$ cat src/rtl/tpk_pkg.sv
// shared types, codes and helpers for the priority round robin task picker
package tpk_pkg;

    localparam int NUM_SLOTS     = 16;
    localparam int PRIORITY_BITS = 8;
    localparam int IW            = $clog2(NUM_SLOTS);
    localparam int CW            = $clog2(NUM_SLOTS + 2);
    localparam int SCAN_LAST     = NUM_SLOTS + 1;
    localparam int CNT_W         = 17;
    localparam int BUDGET_W      = 16;
    localparam int READY_W       = 16;
    localparam int SLOT_W        = 4;
    localparam int PRIO_IN_W     = 8;

    typedef logic [IW-1:0]            idx_t;
    typedef logic [PRIORITY_BITS-1:0] prio_t;
    typedef logic [CNT_W-1:0]         cnt_t;

    localparam logic [2:0] MODE_SCHED = 3'd0;
    localparam logic [2:0] MODE_WAKE  = 3'd1;
    localparam logic [2:0] MODE_REG   = 3'd2;
    localparam logic [2:0] MODE_UPD   = 3'd3;
    localparam logic [2:0] MODE_DEREG = 3'd4;

    localparam logic [1:0] OC_SELECT = 2'd0;
    localparam logic [1:0] OC_WAIT   = 2'd1;
    localparam logic [1:0] OC_NONE   = 2'd2;
    localparam logic [1:0] OC_TABLE  = 2'd3;

    typedef struct packed {
        logic [2:0]           mode;
        logic [SLOT_W-1:0]    slot;
        logic [PRIO_IN_W-1:0] task_priority;
        logic                 can_switch;
        logic                 may_block;
        logic                 not_stable;
        logic [READY_W-1:0]   ready_mask;
    } in_t;

    typedef struct packed {
        logic [1:0]        outcome;
        logic [SLOT_W-1:0] chosen_slot;
        logic              by_status_change;
        logic              wait_on_current;
    } out_t;

    // one table entry as kept in the slot memory
    typedef struct packed {
        prio_t prio;
        logic  sw;
        logic  blk;
        logic  uns;
        cnt_t  cnt;
    } ent_t;

    typedef struct packed {
        logic  start;
        logic  ev;
        logic  kind_next;
        logic  present;
        idx_t  idx;
        idx_t  cur;
        prio_t curprio;
        logic  slot_valid;
        logic  rdy;
    } scan_ctl_t;

    typedef struct packed {
        logic found;
        idx_t idx;
        ent_t ent;
    } scan_res_t;

    function automatic idx_t to_idx(logic [SLOT_W-1:0] s);
        logic [IW+SLOT_W-1:0] w;
        w = {{IW{1'b0}}, s};
        return w[IW-1:0];
    endfunction

    function automatic logic [SLOT_W-1:0] to_slot(idx_t i);
        logic [IW+SLOT_W-1:0] w;
        w = {{SLOT_W{1'b0}}, i};
        return w[SLOT_W-1:0];
    endfunction

    function automatic prio_t to_prio(logic [PRIO_IN_W-1:0] p);
        logic [PRIORITY_BITS+PRIO_IN_W-1:0] w;
        w = {{PRIORITY_BITS{1'b0}}, p};
        return w[PRIORITY_BITS-1:0];
    endfunction

    function automatic cnt_t cnt_inc(cnt_t c);
        return (c == {CNT_W{1'b1}}) ? c : c + 1'b1;
    endfunction

endpackage

$ cat src/rtl/priority_round_robin_task_picker.sv
// Priority round robin task picker: slot table in a memory, sequenced scans
// over it. A register, a plain deregister or an unused mode goes from dispatch
// straight to done; a flag update or a wake also reads its slot entry first.
// A deregister of the current task reads its entry and then takes one pass over
// the table. A schedule item takes up to two passes, one to rotate past a task
// over its budget and one to pick the next task; each pass reads the slot
// memory one entry per cycle through its single read port. One item is worked
// on at a time; a finished result sits in the output register while the next
// item is taken.
module priority_round_robin_task_picker
    import tpk_pkg::*;
(
    input  logic                clk,
    input  logic                rst_n,
    input  logic                req_valid,
    output logic                req_stall,
    input  in_t                 req,
    output logic                rsp_valid,
    input  logic                rsp_stall,
    output out_t                rsp,
    input  logic                cfg_valid,
    output logic                cfg_ready,
    input  logic [BUDGET_W-1:0] cfg_data
);

    typedef enum logic [5:0] {
        S_IDLE = 6'b000001,
        S_DISP = 6'b000010,
        S_RD   = 6'b000100,
        S_NEXT = 6'b001000,
        S_MAIN = 6'b010000,
        S_DONE = 6'b100000
    } state_t;

    state_t                 state_reg, state_next;
    in_t                    item_reg, item_next;
    idx_t                   cur_reg, cur_next;
    logic                   present_reg, present_next;
    logic [NUM_SLOTS-1:0]   valid_reg, valid_next;
    logic [CW-1:0]          cnt_reg, cnt_next;
    prio_t                  curprio_reg, curprio_next;
    out_t                   res_reg, res_next;
    out_t                   out_reg, out_next;
    logic                   out_valid_reg, out_valid_next;
    logic [BUDGET_W-1:0]    budget_reg;

    logic                   we;
    idx_t                   waddr, raddr;
    ent_t                   wdata, rd;
    scan_ctl_t              sctl;
    scan_res_t              sres;
    logic                   scan_start;
    logic [CW-1:0]          cnt_m1;
    idx_t                   scan_idx;
    logic [NUM_SLOTS-1:0]   rdy_vec;
    idx_t                   si;
    logic                   in_range, sok, is_cur, scan_end;

    tpk_ram #(
        .WIDTH($bits(ent_t)),
        .DEPTH(NUM_SLOTS)
    ) u_ram (
        .clk  (clk),
        .we   (we),
        .waddr(waddr),
        .wdata(wdata),
        .raddr(raddr),
        .rdata(rd)
    );

    tpk_scan u_scan (
        .clk  (clk),
        .rst_n(rst_n),
        .ctl  (sctl),
        .ent  (rd),
        .res  (sres)
    );

    always_comb
    begin
        for (int i = 0; i < NUM_SLOTS; i++)
        begin
            rdy_vec[i] = (i < READY_W) ? item_reg.ready_mask[i % READY_W] : 1'b0;
        end
    end

    assign cnt_m1   = cnt_reg - 1'b1;
    assign scan_idx = cnt_m1[IW-1:0];
    assign scan_end = (cnt_reg == CW'(SCAN_LAST));
    assign si       = to_idx(item_reg.slot);
    assign in_range = (int'(item_reg.slot) < NUM_SLOTS);
    assign sok      = in_range && valid_reg[si];
    assign is_cur   = present_reg && (cur_reg == si);

    assign sctl.start      = scan_start;
    assign sctl.ev         = ((state_reg == S_NEXT) || (state_reg == S_MAIN)) &&
                             (cnt_reg != '0) && !scan_end;
    assign sctl.kind_next  = (state_reg == S_NEXT);
    assign sctl.present    = present_reg;
    assign sctl.idx        = scan_idx;
    assign sctl.cur        = cur_reg;
    assign sctl.curprio    = curprio_reg;
    assign sctl.slot_valid = valid_reg[scan_idx];
    assign sctl.rdy        = rdy_vec[scan_idx];

    always_comb
    begin
        state_next     = state_reg;
        item_next      = item_reg;
        cur_next       = cur_reg;
        present_next   = present_reg;
        valid_next     = valid_reg;
        cnt_next       = cnt_reg;
        curprio_next   = curprio_reg;
        res_next       = res_reg;
        out_next       = out_reg;
        out_valid_next = out_valid_reg && rsp_stall;
        we             = 1'b0;
        waddr          = si;
        wdata          = rd;
        raddr          = cnt_reg[IW-1:0];
        scan_start     = 1'b0;

        case (state_reg)
            S_IDLE:
            begin
                if (req_valid)
                begin
                    item_next  = req;
                    state_next = S_DISP;
                end
            end
            S_DISP:
            begin
                state_next = S_DONE;
                case (item_reg.mode)
                    MODE_REG:
                    begin
                        if (in_range)
                        begin
                            we             = 1'b1;
                            wdata.prio     = to_prio(item_reg.task_priority);
                            wdata.sw       = item_reg.can_switch;
                            wdata.blk      = item_reg.may_block;
                            wdata.uns      = item_reg.not_stable;
                            wdata.cnt      = '0;
                            valid_next[si] = 1'b1;
                        end
                        res_next = '{OC_TABLE, item_reg.slot, 1'b0, 1'b0};
                    end
                    MODE_UPD:
                    begin
                        res_next = '{OC_TABLE, item_reg.slot, 1'b0, 1'b0};
                        if (sok)
                        begin
                            raddr      = si;
                            state_next = S_RD;
                        end
                    end
                    MODE_DEREG:
                    begin
                        if (sok && is_cur)
                        begin
                            raddr      = si;
                            state_next = S_RD;
                        end
                        else
                        begin
                            if (sok)
                            begin
                                valid_next[si] = 1'b0;
                            end
                            res_next = present_reg ?
                                '{OC_TABLE, to_slot(cur_reg), 1'b0, 1'b0} :
                                '{OC_NONE, '0, 1'b0, 1'b0};
                        end
                    end
                    MODE_WAKE:
                    begin
                        res_next = '{OC_WAIT, '0, 1'b0, 1'b0};
                        if (sok)
                        begin
                            raddr      = si;
                            state_next = S_RD;
                        end
                    end
                    MODE_SCHED:
                    begin
                        if (present_reg)
                        begin
                            raddr      = cur_reg;
                            state_next = S_RD;
                        end
                        else if (sok)
                        begin
                            cur_next     = si;
                            present_next = 1'b1;
                            raddr        = si;
                            state_next   = S_RD;
                        end
                        else if (|valid_reg)
                        begin
                            cnt_next   = '0;
                            scan_start = 1'b1;
                            state_next = S_MAIN;
                        end
                        else
                        begin
                            res_next = '{OC_NONE, '0, 1'b0, 1'b0};
                        end
                    end
                    default:
                    begin
                        res_next = '{OC_TABLE, '0, 1'b0, 1'b0};
                    end
                endcase
            end
            S_RD:
            begin
                case (item_reg.mode)
                    MODE_UPD:
                    begin
                        we         = 1'b1;
                        wdata.sw   = item_reg.can_switch;
                        wdata.blk  = item_reg.may_block;
                        wdata.uns  = item_reg.not_stable;
                        state_next = S_DONE;
                    end
                    MODE_WAKE:
                    begin
                        we           = 1'b1;
                        wdata.cnt    = is_cur ? cnt_inc(rd.cnt) : '0;
                        cur_next     = si;
                        present_next = 1'b1;
                        res_next     = '{OC_SELECT, to_slot(si), 1'b1, 1'b0};
                        state_next   = S_DONE;
                    end
                    MODE_DEREG:
                    begin
                        curprio_next = rd.prio;
                        cnt_next     = '0;
                        scan_start   = 1'b1;
                        state_next   = S_NEXT;
                    end
                    default:
                    begin
                        curprio_next = rd.prio;
                        cnt_next     = '0;
                        if (!rd.sw)
                        begin
                            res_next   = '{OC_SELECT, to_slot(cur_reg), rd.blk, rd.blk};
                            state_next = S_DONE;
                        end
                        else if (rd.cnt > {1'b0, budget_reg})
                        begin
                            // over budget: clear the counter and rotate in the level
                            we         = 1'b1;
                            waddr      = cur_reg;
                            wdata.cnt  = '0;
                            scan_start = 1'b1;
                            state_next = S_NEXT;
                        end
                        else
                        begin
                            scan_start = 1'b1;
                            state_next = S_MAIN;
                        end
                    end
                endcase
            end
            S_NEXT:
            begin
                cnt_next = cnt_reg + 1'b1;
                if (scan_end)
                begin
                    if (item_reg.mode == MODE_DEREG)
                    begin
                        valid_next[si] = 1'b0;
                        if (sres.found)
                        begin
                            cur_next = sres.idx;
                            res_next = '{OC_TABLE, to_slot(sres.idx), 1'b0, 1'b0};
                        end
                        else
                        begin
                            present_next = 1'b0;
                            res_next     = '{OC_NONE, '0, 1'b0, 1'b0};
                        end
                        state_next = S_DONE;
                    end
                    else
                    begin
                        if (sres.found)
                        begin
                            cur_next = sres.idx;
                        end
                        cnt_next   = '0;
                        scan_start = 1'b1;
                        state_next = S_MAIN;
                    end
                end
            end
            S_MAIN:
            begin
                cnt_next = cnt_reg + 1'b1;
                if (scan_end)
                begin
                    if (!sres.found || sres.ent.uns)
                    begin
                        res_next = '{OC_WAIT, '0, 1'b0, 1'b0};
                    end
                    else
                    begin
                        we           = 1'b1;
                        waddr        = sres.idx;
                        wdata        = sres.ent;
                        wdata.cnt    = (present_reg && cur_reg == sres.idx) ?
                                       cnt_inc(sres.ent.cnt) : '0;
                        cur_next     = sres.idx;
                        present_next = 1'b1;
                        res_next     = '{OC_SELECT, to_slot(sres.idx), sres.ent.blk, 1'b0};
                    end
                    state_next = S_DONE;
                end
            end
            S_DONE:
            begin
                if (!out_valid_reg || !rsp_stall)
                begin
                    out_next       = res_reg;
                    out_valid_next = 1'b1;
                    state_next     = S_IDLE;
                end
            end
            default:
            begin
                state_next = S_IDLE;
            end
        endcase
    end

    always_ff @(posedge clk or negedge rst_n)
    begin
        if (!rst_n)
        begin
            state_reg     <= S_IDLE;
            cur_reg       <= '0;
            present_reg   <= 1'b0;
            valid_reg     <= '0;
            cnt_reg       <= '0;
            out_valid_reg <= 1'b0;
            budget_reg    <= '0;
        end
        else
        begin
            state_reg     <= state_next;
            cur_reg       <= cur_next;
            present_reg   <= present_next;
            valid_reg     <= valid_next;
            cnt_reg       <= cnt_next;
            out_valid_reg <= out_valid_next;
            if (cfg_valid && cfg_ready)
            begin
                budget_reg <= cfg_data;
            end
        end
    end

    always_ff @(posedge clk)
    begin
        item_reg    <= item_next;
        curprio_reg <= curprio_next;
        res_reg     <= res_next;
        out_reg     <= out_next;
    end

    assign req_stall = (state_reg != S_IDLE);
    assign rsp_valid = out_valid_reg;
    assign rsp       = out_reg;
    assign cfg_ready = 1'b1;

    // the current task always names a live slot
    a_cur_valid: assert property (@(posedge clk) disable iff (!rst_n)
        present_reg |-> valid_reg[cur_reg])
        else $error("current slot is not valid");

    // a selection leaves a current task behind
    a_sel_present: assert property (@(posedge clk) disable iff (!rst_n)
        (state_reg == S_DONE && state_next == S_IDLE && res_reg.outcome == OC_SELECT)
        |=> present_reg)
        else $error("task selected but no current task");

    // waiting on the current task is always a status-change selection
    a_wait_flag: assert property (@(posedge clk) disable iff (!rst_n)
        rsp_valid && rsp.wait_on_current |-> rsp.by_status_change &&
        rsp.outcome == OC_SELECT)
        else $error("wait on current without status change");

    // the pass counter never runs beyond SCAN_LAST
    a_scan_bound: assert property (@(posedge clk) disable iff (!rst_n)
        (state_reg == S_NEXT || state_reg == S_MAIN) |-> cnt_reg <= CW'(SCAN_LAST))
        else $error("scan counter overrun");

    // a new item is only taken when no work is in flight
    a_accept_idle: assert property (@(posedge clk) disable iff (!rst_n)
        req_valid && !req_stall |=> state_reg == S_DISP)
        else $error("item taken outside idle");

endmodule

$ cat src/rtl/tpk_ram.sv
// generic single write, single registered read memory
module tpk_ram #(
    parameter int WIDTH = 8,
    parameter int DEPTH = 16
) (
    input  logic                     clk,
    input  logic                     we,
    input  logic [$clog2(DEPTH)-1:0] waddr,
    input  logic [WIDTH-1:0]         wdata,
    input  logic [$clog2(DEPTH)-1:0] raddr,
    output logic [WIDTH-1:0]         rdata
);

    logic [WIDTH-1:0] mem [DEPTH];

    always_ff @(posedge clk)
    begin
        if (we)
        begin
            mem[waddr] <= wdata;
        end
        rdata <= mem[raddr];
    end

endmodule

$ cat src/rtl/tpk_scan.sv
// scan unit: ranks the streamed table entries and keeps the best candidate
module tpk_scan
    import tpk_pkg::*;
(
    input  logic      clk,
    input  logic      rst_n,
    input  scan_ctl_t ctl,
    input  ent_t      ent,
    output scan_res_t res
);

    logic                     found_reg;
    idx_t                     best_idx_reg;
    ent_t                     best_ent_reg;
    logic [PRIORITY_BITS+IW-1:0] best_key_reg;

    logic [IW:0]                 ring_gap;
    logic                        same_level;
    logic                        cand;
    logic [PRIORITY_BITS+IW-1:0] key;

    always_comb
    begin
        ring_gap = {1'b0, ctl.idx} - {1'b0, ctl.cur};
        if (ctl.idx < ctl.cur)
        begin
            ring_gap = ring_gap + (IW + 1)'(NUM_SLOTS);
        end
        same_level = ctl.present && (ent.prio == ctl.curprio);
        if (ctl.kind_next)
        begin
            // next slot of the current level in cyclic order
            cand = ctl.slot_valid && same_level && (ctl.idx != ctl.cur);
            key  = {ent.prio, ring_gap[IW-1:0]};
        end
        else
        begin
            // stop on unstable, runnable, or blocked with status change
            cand = ctl.slot_valid && (ent.uns || !ent.blk || ctl.rdy);
            key  = {ent.prio, same_level ? ring_gap[IW-1:0] : ctl.idx};
        end
    end

    always_ff @(posedge clk or negedge rst_n)
    begin
        if (!rst_n)
        begin
            found_reg <= 1'b0;
        end
        else if (ctl.start)
        begin
            found_reg <= 1'b0;
        end
        else if (ctl.ev && cand && (!found_reg || key < best_key_reg))
        begin
            found_reg <= 1'b1;
        end
    end

    always_ff @(posedge clk)
    begin
        if (!ctl.start && ctl.ev && cand && (!found_reg || key < best_key_reg))
        begin
            best_key_reg <= key;
            best_idx_reg <= ctl.idx;
            best_ent_reg <= ent;
        end
    end

    assign res.found = found_reg;
    assign res.idx   = best_idx_reg;
    assign res.ent   = best_ent_reg;

endmodule

$ cat config.mk
export PLATFORM = sky130hd
export DESIGN_NAME = priority_round_robin_task_picker
export DESIGN_NICKNAME = d
export VERILOG_FILES = /design/src/rtl/tpk_pkg.sv /design/src/rtl/priority_round_robin_task_picker.sv /design/src/rtl/tpk_ram.sv /design/src/rtl/tpk_scan.sv
export SDC_FILE = /design/constraint.sdc
export NUM_CORES = 1
export LEC_CHECK = 0
export BUFFER_PORTS_ARGS = -buffer_cell sky130_fd_sc_hd__buf_4
export CAP_MARGIN = 30
export CORE_UTILIZATION = 41
export CTS_CLUSTER_SIZE = 28
export DETAILED_ROUTE_END_ITERATION = 10
export PLACE_DENSITY = 0.54
export REMOVE_ABC_BUFFERS = 1
export SYNTH_ARGS = -nofsm -noshare
export SYNTH_HDL_FRONTEND = slang
export SYNTH_SLANG_ARGS = --single-unit
export TNS_END_PERCENT = 50
$ cat constraint.sdc
create_clock -name clk -period 12.2 [get_ports clk]
set_clock_uncertainty 0.15 [all_clocks]
set_input_delay 2.44 -clock clk [delete_from_list [all_inputs] [get_ports clk]]
set_output_delay 2.44 -clock clk [all_outputs]
set_load 0.005 [all_outputs]
# After elaboration in Yosys (flattened, before gate mapping)

Memory sizes are Yosys's and may differ from the RTL's. A register that Yosys moved wholly into a read port is not among the register bits.
Index checks and enable logic that the tools add are counted.

Add/subtract/negate cells: 6
Multipliers: 0
Divide/modulo/power cells: 0
Order comparisons: 6
Equal/unequal tests: 41
Shifts and indexed selects: 0
Mux-type cells: 120
Bitwise logic cells: 4
Reductions and logical operators: 47

Operator list:

| cell                    | count |
|---|---|
| $mux W17                | 6 |
| $mux W28                | 3 |
| $mux W4                 | 20 |
| $mux W6                 | 11 |
| $mux W16                | 4 |
| $mux W8                 | 8 |
| $pmux W16 S2            | 2 |
| $pmux W8 S4             | 2 |
| $pmux W20 S3            | 1 |
| $mux W5                 | 8 |
| $pmux W6 S6             | 1 |
| $add A17 B1 Y17 const B | 2 |
| $eq A17 B17 Y1 const B  | 2 |
| $pmux W17 S2            | 1 |
| $mux W1                 | 32 |
| $pmux W8 S2             | 2 |
| $ne A2 B2 Y1 const B    | 11 |
| $mux W7                 | 3 |
| $pmux W5 S4             | 1 |
| $ne A3 B3 Y1 const B    | 6 |
| $pmux W6 S3             | 1 |
| $gt A17 B16 Y1          | 1 |
| $and A16 B16 Y16        | 1 |
| $logic_and A1 B1 Y1     | 16 |
| 52 further kinds        | 79 |

Register bits: 152
Bits in latches: 0
Bits in writable memories: 448
Bits in read-only memories: 0
Memories kept: 1

Memory list:

| memory    | words | width | read ports | clocked after memory_dff | wr ports | line          | source |
|---|---|---|---|---|---|---|---|
| u_ram.mem | 16    | 28    | 1          | 1                        | 1        | tpk_ram.sv:14 | `logic [WIDTH-1:0] mem [DEPTH];` |

# Logic depth before layout (Yosys ltp)

Gate-level depths: netlist of run 1.

Depth in word-level cells: 11
Mapped depth: 15

# Cells and area by module

Synthesis of run 1 repeated with hierarchy kept, for this count alone.

Cells, all modules: 1625
Area, all modules: 26581.7 um^2

By module, submodules not included:

| module                           | instances | cells each | area an instance (um^2) | seq. area each (um^2) |
|---|---|---|---|---|
| tpk_ram                          | 1         | 735        | 17523.1                 | 14013.4 |
| priority_round_robin_task_picker | 1         | 754        | 7238.2                  | 2969.1 |
| tpk_scan                         | 1         | 136        | 1820.5                  | 1106.1 |

# Worst setup path after synthesis of run 1

No wires, ideal clock.

Path kind: reg-to-reg
Start point: register cnt_reg[0]
End point: register u_scan.best_idx_reg[0] (enable)
Arrival: 4.888 ns
Slack: 6.733 ns
Cell stages (with the launch flop): 16
Period minus slack after synthesis: 5.467 ns
Path through: dfrtp_1 -> clkbuf_1 -> inv_1 -> ha_1 -> clkbuf_1 -> inv_1 -> ha_1 -> a21o_1 -> a21oi_1 -> xnor2_1 -> nand2_1 -> xnor2_1 -> ha_1 -> o211ai_1 -> a2111oi_0 -> nor2_1

Longest elaborated chain between the ends: 9
Elaborated cells on any way between the ends: 30
Those cells by class: add/sub: 3; order compare: 2; eq/ne: 2; mux: 10; reduce/logical: 13

RTL lines:

| item                    | line                                    | source |
|---|---|---|
| from (decl)             | priority_round_robin_task_picker.sv:40  | `logic [CW-1:0] cnt_reg, cnt_next;` |
| from (signal assigned)  | priority_round_robin_task_picker.sv:360 | `cnt_reg <= cnt_next;` |
| $sub A4 B1 Y4 (*)       | priority_round_robin_task_picker.sv:87  | `assign cnt_m1 = cnt_reg - 1'b1;` |
| net cnt_m1[0]           | priority_round_robin_task_picker.sv:53  | `logic [CW-1:0] cnt_m1;` |
| $sub A4 B4 Y4           | tpk_scan.sv:24                          | `ring_gap = {1'b0, ctl.idx} - {1'b0, ctl.cur};` |
| $add A4 B1 Y4           | tpk_scan.sv:27                          | `ring_gap = ring_gap + (IW + 1)'(NUM_SLOTS);` |
| $mux W4 (*)             | tpk_scan.sv:25                          | `if (ctl.idx < ctl.cur)` |
| $mux W4                 | tpk_scan.sv:40                          | `key = {ent.prio, same_level ? ring_gap[IW-1:0] : ctl.idx};` |
| $mux W4 (*)             | tpk_scan.sv:30                          | `if (ctl.kind_next)` |
| net u_scan.key[3]       | tpk_scan.sv:20                          | `logic [PRIORITY_BITS+IW-1:0] key;` |
| $lt A12 B12 Y1 (*)      | tpk_scan.sv:62                          | `if (!ctl.start && ctl.ev && cand && (!found_reg \|\| key < best_key_reg))` |
| $logic_or A1 B1 Y1 (*)  | tpk_scan.sv:62                          |  |
| $logic_and A1 B1 Y1 (*) | tpk_scan.sv:62                          |  |
| to (signal assigned)    | tpk_scan.sv:65                          | `best_idx_reg <= ctl.idx;` |
| to (decl)               | tpk_scan.sv:13                          | `idx_t best_idx_reg;` |

Mark *: on every way through the listed nets, which the timed path passes. The rest lies on a longest branch. The select of a mux whose other input is x is not followed.
A chain may end at the register's enable or synchronous reset.

# Worst setup path after layout of run 1

Start point: register item_reg, in the netlist si[1]
End point: register u_ram.rdata[24] (read register of u_ram.mem)

Longest elaborated chain between the ends: 6
Elaborated cells on any way between the ends: 10
Those cells by class: eq/ne: 1; mux: 7; reduce/logical: 2

RTL lines:

| item                                                                        | line                                                                             | source |
|---|---|---|
| from (decl)                                                                 | priority_round_robin_task_picker.sv:36                                           | `in_t item_reg, item_next;` |
| from (signal assigned)                                                      | priority_round_robin_task_picker.sv:371                                          | `item_reg <= item_next;` |
| $bmux W1 S4 / $eq A4 B4 Y1 (equally long branches)                          | priority_round_robin_task_picker.sv:92, priority_round_robin_task_picker.sv:93   |  |
| $mux W1 (not written as such) / $logic_and A1 B1 Y1 (equally long branches) | priority_round_robin_task_picker.sv:92, priority_round_robin_task_picker.sv:93   |  |
| $mux W4 / $logic_and A1 B1 Y1 (equally long branches)                       | --                                                                               |  |
| $mux W4, on equally long branches                                           | priority_round_robin_task_picker.sv:189, priority_round_robin_task_picker.sv:162 |  |
| $pmux W4 S3 (*)                                                             | priority_round_robin_task_picker.sv:136                                          | `case (item_reg.mode)` |
| $mux W4 (*)                                                                 | priority_round_robin_task_picker.sv:124                                          | `case (state_reg)` |
| to (decl)                                                                   | tpk_ram.sv:11                                                                    | `output logic [WIDTH-1:0] rdata` |

Every way passes the cells marked *; elsewhere a longest branch is shown, timed or not. The select of a mux whose other input is x is not followed.

==> metrics.txt, run 1 <==
outcome completed; CP endpoint kind flop; area grow syn2layout 14.9%; Yosys Warn Count 0; Detail Route Antenna Nets 0; worst setup slack after layout 7090 ps; Final min period just over 5000 ps; Worst Path Buf+Inv 3; Worst setup SP type flop; Power, Total about 6000 uW; pwr/cell area 192 mW/mm2; via count about 16000; GRT overflow 0; drt pass-1 iters 7; Detailed Route WL roughly 69 mm; most used cell, CP mux2i_4; register area share after synthesis between 60 and 70%; HP Class reg -> reg; CP max-delay cell edfxtp_1; top_reg_cell synth edfxtp_1; most frequent cells in the layout edfxtp_1, mux2i_1, nand2_1, buf_4, o21ai_0; die width 257 um; Clock H-tree levels 3; met3 GRT Util under 10%; vias in the first global route about 16000; Critical Path AT ~5400 ps; synth top area cells edfxtp_1, mux2i_1, dfrtp_1; Final HPWL DP 42.1 mm; Hold-fix buffers, CTS 0; Crit Path Class reg -> reg; CTS tree yes; commonest non-fill, non-tap cell in the layout edfxtp_1; CORE AREA 0.0643 mm2; RD Place Congestion approximately 0.86; fin util 47.6%; Synth top area share ~61%; Avg Synthesized Cell Area ~14 um2; M2 GR Usage approximately 33%; drt initial violations about 1600; Cell Chain, Critical Path mux4_2, mux2i_4, mux2i_4, a21oi_1, nor3_1, a211oi_4, buf_12, buf_4, buf_16, mux2i_1, o22ai_1, or4_1; Worst slew margin roughly a third; row cnt 93; crit path max fanout around 150; max FFs per register 448; Post-CTS Resized 0; Vias/cell about 5.7; Synth Cell Area ~0.027 mm2; Final Max Tran Viols 0; Critical Path RT 12510 ps; Root Driver clkbuf_16; cts bufs inserted roughly 70; area leader, netlist edfxtp_1; Worst Tran Pin Value roughly 1000 ps; remaining routing DRC violations 0; All-Layer GR Usage roughly a fifth; WL per Instance between 20 and 25 um; final setup fails 0; CP peak stage delay 920 ps; final hold vios 0; Top Usage Layer GRT met2; clk_lat worst skew roughly 600 ps; Die Y between 200 and 300 um; final cell count without fillers about 2900; Total Nets Final 2044; antenna violations before repair 1; fraction of registers with async set or reset after synthesis about 8%; maxcap violations 0; Fin Setup TNS 0 ps; leakage between 0.01 and 0.015 uW; EDFF count, synth between 500 and 600; RSZ-0062 raised after global routing no; Post-CTS Setup Inserts 0; pin count of the biggest net entering global routing about 150; Sink Count 620; first-pass GRT wire length between 100 and 150 mm; distinct cell type count after synthesis 77; FMAX approximately 200 MHz; Global Route met1 Usage a little under a third; layout cells sized above 1 15.7%; Initial Util between 40% and 50%; CTS max path bufs 3; pre-CTS WS between 6000 and 7000 ps; dpl cells around 2700; Max VDD drop roughly 0.096 mV; I/O pin count between 60 and 70; delay-heaviest family, CP multiplexers; Worst-path clk slew approximately 60 ps; Synth Register Bits between 600 and 700; PortBufs 64; antenna cells 0; Cells after Synth roughly 1900; Die ar. ~0.066 mm2; Final Cycle Share a little over two fifths
kinds of logic after synthesis:
group           share of synthesized area (%)
fa+ha+maj                                1.76
other cells                            0.0141
xor+xnor                                 1.25
compound gates                           9.11
mux                                      10.2
flops                                    67.8
buf+inv                                  2.60
simple gates                             7.19
per-layer routing:
metal | part of all wire, % | up-vias
met2 | 46 | 544
met3 | 6.2 | 71
met5 | 0 | -
li1 | - | 7419
met1 | 46 | 8241
met4 | 1.6 | 0
cell type report:
type                            count  area, um2
Sequential cell                   620      18100
Clock inverter                     31        352
Fill cell                        5595      33700
Clock buffer                       93       1890
Timing Repair Buffer              117        976
Inverter                           55        206
Multi-Input combinational cell   1090       8050
Tap cell                          855       1070
stage by stage:
step / hold WS (ps) / area [um2]
after floorplan: 250 / 26200
after global placement: 255 / 28200
after detailed placement: 258 / 28400
after CTS: 272 / 30600
after global routing: 280 / 30600
final: 271 / 30600
worst paths after layout:
path                                            from                          to  slack, ps  cells after the start
worst max-delay path                 si[1]$_DFFE_PP_     u_ram.rdata[24]$_DFF_P_       7090                     12
worst min-delay path            res_reg[2]$_DFFE_PP_            rsp[2]$_DFFE_PP_        270                      0
worst max register to register       si[1]$_DFFE_PP_     u_ram.rdata[24]$_DFF_P_       7090                     12
worst min register to register  res_reg[2]$_DFFE_PP_            rsp[2]$_DFFE_PP_        270                      0
max in group asynchronous                      rst_n  budget_reg[11]$_DFFE_PN0P_       9700                      1
min in group asynchronous                      rst_n      cnt_reg[4]$_DFFE_PN0P_       1730                      1
cell usage after synthesis, drive strengths merged (4+ instances only):
library cell  count
edfxtp          542
mux2i           158
o21ai           125
nand2           117
nor2             88
a21oi            83
mux2             70
o22ai            68
clkbuf           56
inv              55
dfrtp            49
buf              45
ha               36
or4              31
dfxtp            28
nand3            27
a31oi            26
xnor2            25
nand4            19
nor3             19
o211ai           15
mux4             14
xor2             13
a21o             12
and3             12
nor4             11
and2             10
a222oi            9
a221oi            8
nand3b            7
nor2b             7
a211oi            6
a221o             6
nor3b             6
a22oi             5
and4              5
or3               5
nand2b            4
nand4b            4
o221ai            4
o31ai             4
report_power, final:
part | internal [uW] | total [uW] | switching, uW
clock network | 1240 | 2070 | 830
logic | 397 | 1070 | 671
registers | 2590 | 2760 | 171
Power figures use the tool's default switching activity.
==> run 2: changes to the inputs <==
--- a/config.mk
+++ b/config.mk
@@ -10,7 +10,7 @@
 export CORE_UTILIZATION = 41
 export CTS_CLUSTER_SIZE = 28
 export DETAILED_ROUTE_END_ITERATION = 10
-export PLACE_DENSITY = 0.54
+export PLACE_DENSITY = 0.56
 export REMOVE_ABC_BUFFERS = 1
 export SYNTH_ARGS = -nofsm -noshare
 export SYNTH_HDL_FRONTEND = slang
==> constraint.sdc (replaced) <==
create_clock -name clk -period 4.6 [get_ports clk]
set_clock_uncertainty 0.15 [all_clocks]
set_input_delay 0.92 -clock clk [delete_from_list [all_inputs] [get_ports clk]]
set_output_delay 0.92 -clock clk [all_outputs]
set_load 0.005 [all_outputs]
==> run 2 against run 1 <==
  * Fmax is 17% higher
  * Register-to-register slack worse by 6900 ps
  * Sequential share of layout area is 1.1 points lower
  * Critical path depth stayed put
  * Setup slack got worse by 6900 ps
  * Via count increased by 1.9%
  * Critical endpoint is now u_ram.rdata[25]$_DFF_P_
  * Highest routed layer unchanged
==> metrics.txt, run 2 (synthesized netlist as in run 1, its figures left out) <==
outcome completed; CP max-delay cell nand2_2; via count ~17000; Post-CTS Setup Inserts 0; CORE AREA about 0.064 mm2; antenna violations before repair 0; cts bufs inserted 69; GRT overflow 0; drt pass-1 iters 8; Worst Tran Pin Value 869 ps; I/O pin count between 60 and 70; CP peak stage delay just over 600 ps; first-pass GRT wire length ~110 mm; Final Max Tran Viols 0; final hold vios 0; R2R Path Start state_reg[3]$_DFFE_PN0P_; clk_lat worst skew a little over 600 ps; RSZ-0062 raised after global routing no; area grow syn2layout 17.1%; CP endpoint kind flop; Worst slew margin between 40% and 50%; worst setup slack after layout roughly 240 ps; Detail Route Antenna Nets 0; crit path max fanout 23; Worst-path clk slew 60 ps; worst r2r path cells 12; Critical Path Stages 12; pre-CTS WS -16.8 ps; All-Layer GR Usage a little over a fifth; pin count of the biggest net entering global routing between 50 and 60; Worst setup SP type flop; Crit Path Class reg -> reg; Final Cycle Share 94.8%; Critical Path AT 4670 ps; most frequent cells in the layout edfxtp_1, mux2i_1, buf_4, nand2_1, o21ai_0; Sink Count slightly above 600; hold_ws roughly 210 ps; leakage 0.0117 uW; Cell Chain, Critical Path nor4_1, nand3b_1, buf_4, nor2_1, o21ai_0, a311oi_1, a221oi_2, and2_1, nand2_2, buf_4, o22ai_1, or4_1; final setup fails 0; row cnt 93; max FFs per register about 450; Total Nets Final 2100; CTS max path bufs 3; most used cell, CP buf_4; Critical Path RT approximately 5000 ps; pwr/cell area slightly above 500 mW/mm2; commonest non-fill, non-tap cell in the layout edfxtp_1; Die ar. 0.0660 mm2; delay-heaviest family, CP simple AND/OR/NAND/NOR gates; PortBufs 64; Hold-fix buffers, CTS 0; drt initial violations about 1700; worst setup path startpoint state_reg[3]$_DFFE_PN0P_; Worst Path Buf+Inv 2; Max VDD drop roughly 0.27 mV; RD Place Congestion 0.942; layout cells sized above 1 between 10% and 20%; FMAX 229 MHz; Clock H-tree levels 3; CTS tree yes; WL per Instance 24.0 um; remaining routing DRC violations 0; Detailed Route WL about 70 mm; Die Y 257 um; Final HPWL DP around 45 mm; Root Driver clkbuf_16; die width approximately 260 um; maxcap violations 0; Vias/cell about 5.7; antenna cells 0; HP Class in -> async; Initial Util between 40% and 50%; vias in the first global route around 16000; Final min period between 4000 and 5000 ps
[run 2: per-stage QoR]
step                area [um2]  power (uW)  util (%)  TNS [ps]  std cells
floorplan                26200        9050         -   -326300       1765
global placement         28900       10300      44.9         0       2790
CTS                      31200       15900      48.5         0       2918
finish                   31200       15800      48.5         0       2918
global route             31200       16400      48.5         0       2918
detailed placement       28900       10400      45.0      -278       2792
[run 2: layout make-up]
| type | instances | area, um2 |
|---|---|---|
| fill | 5529 | 33100 |
| sequential | 620 | 18100 |
| multi-input combinational | 1090 | 8040 |
| clock buffer | 98 | 1980 |
| timing repair buffer | 172 | 1540 |
| tap | 855 | 1070 |
| clock inverter | 28 | 287 |
| inverter | 55 | 206 |
[run 2: worst paths after layout]
check,to,slack (ps)
worst max-delay path,u_ram.rdata[25]$_DFF_P_,240
worst min-delay path,asynchronous set/reset pin,210
worst max register to register,u_ram.rdata[25]$_DFF_P_,240
worst min register to register,rsp[6]$_DFFE_PP_,280
max in group asynchronous,budget_reg[10]$_DFFE_PN0P_,3610
min in group clk,rsp[6]$_DFFE_PP_,280
[run 2: worst reg2reg max path, stage by stage, from the launching register on]
cell	delay, ps
dfrtp_1	470
nor4_1	450
nand3b_1	290
buf_4	250
nor2_1	100
o21ai_0	150
a311oi_1	440
a221oi_2	110
and2_1	250
nand2_2	620
buf_4	290
o22ai_1	100
or4_1	530
[run 2: power by group]
| part | switching (uW) | leakage [uW] | internal, uW |
|---|---|---|---|
| clock | 2190 | 0.00111 | 3290 |
| combinational | 1910 | 0.00482 | 1120 |
| sequential | 377 | 0.00579 | 6860 |
| total | 4480 | 0.0117 | 11300 |
[run 2: layer usage]
layer	wire length (um)	vias up	GRT usage [%]
met1	31200	8318	30.0
met4	1870	0	7.42
met2	32700	621	33.6
li1	-	7519	-
met5	0	-	0
met3	4310	120	3.05
[run 2: what timing repair did]
item                                    CTS  global route
gates resized for setup                   1             3
endpoints found under the setup margin   19           309
cloned                                    0             0
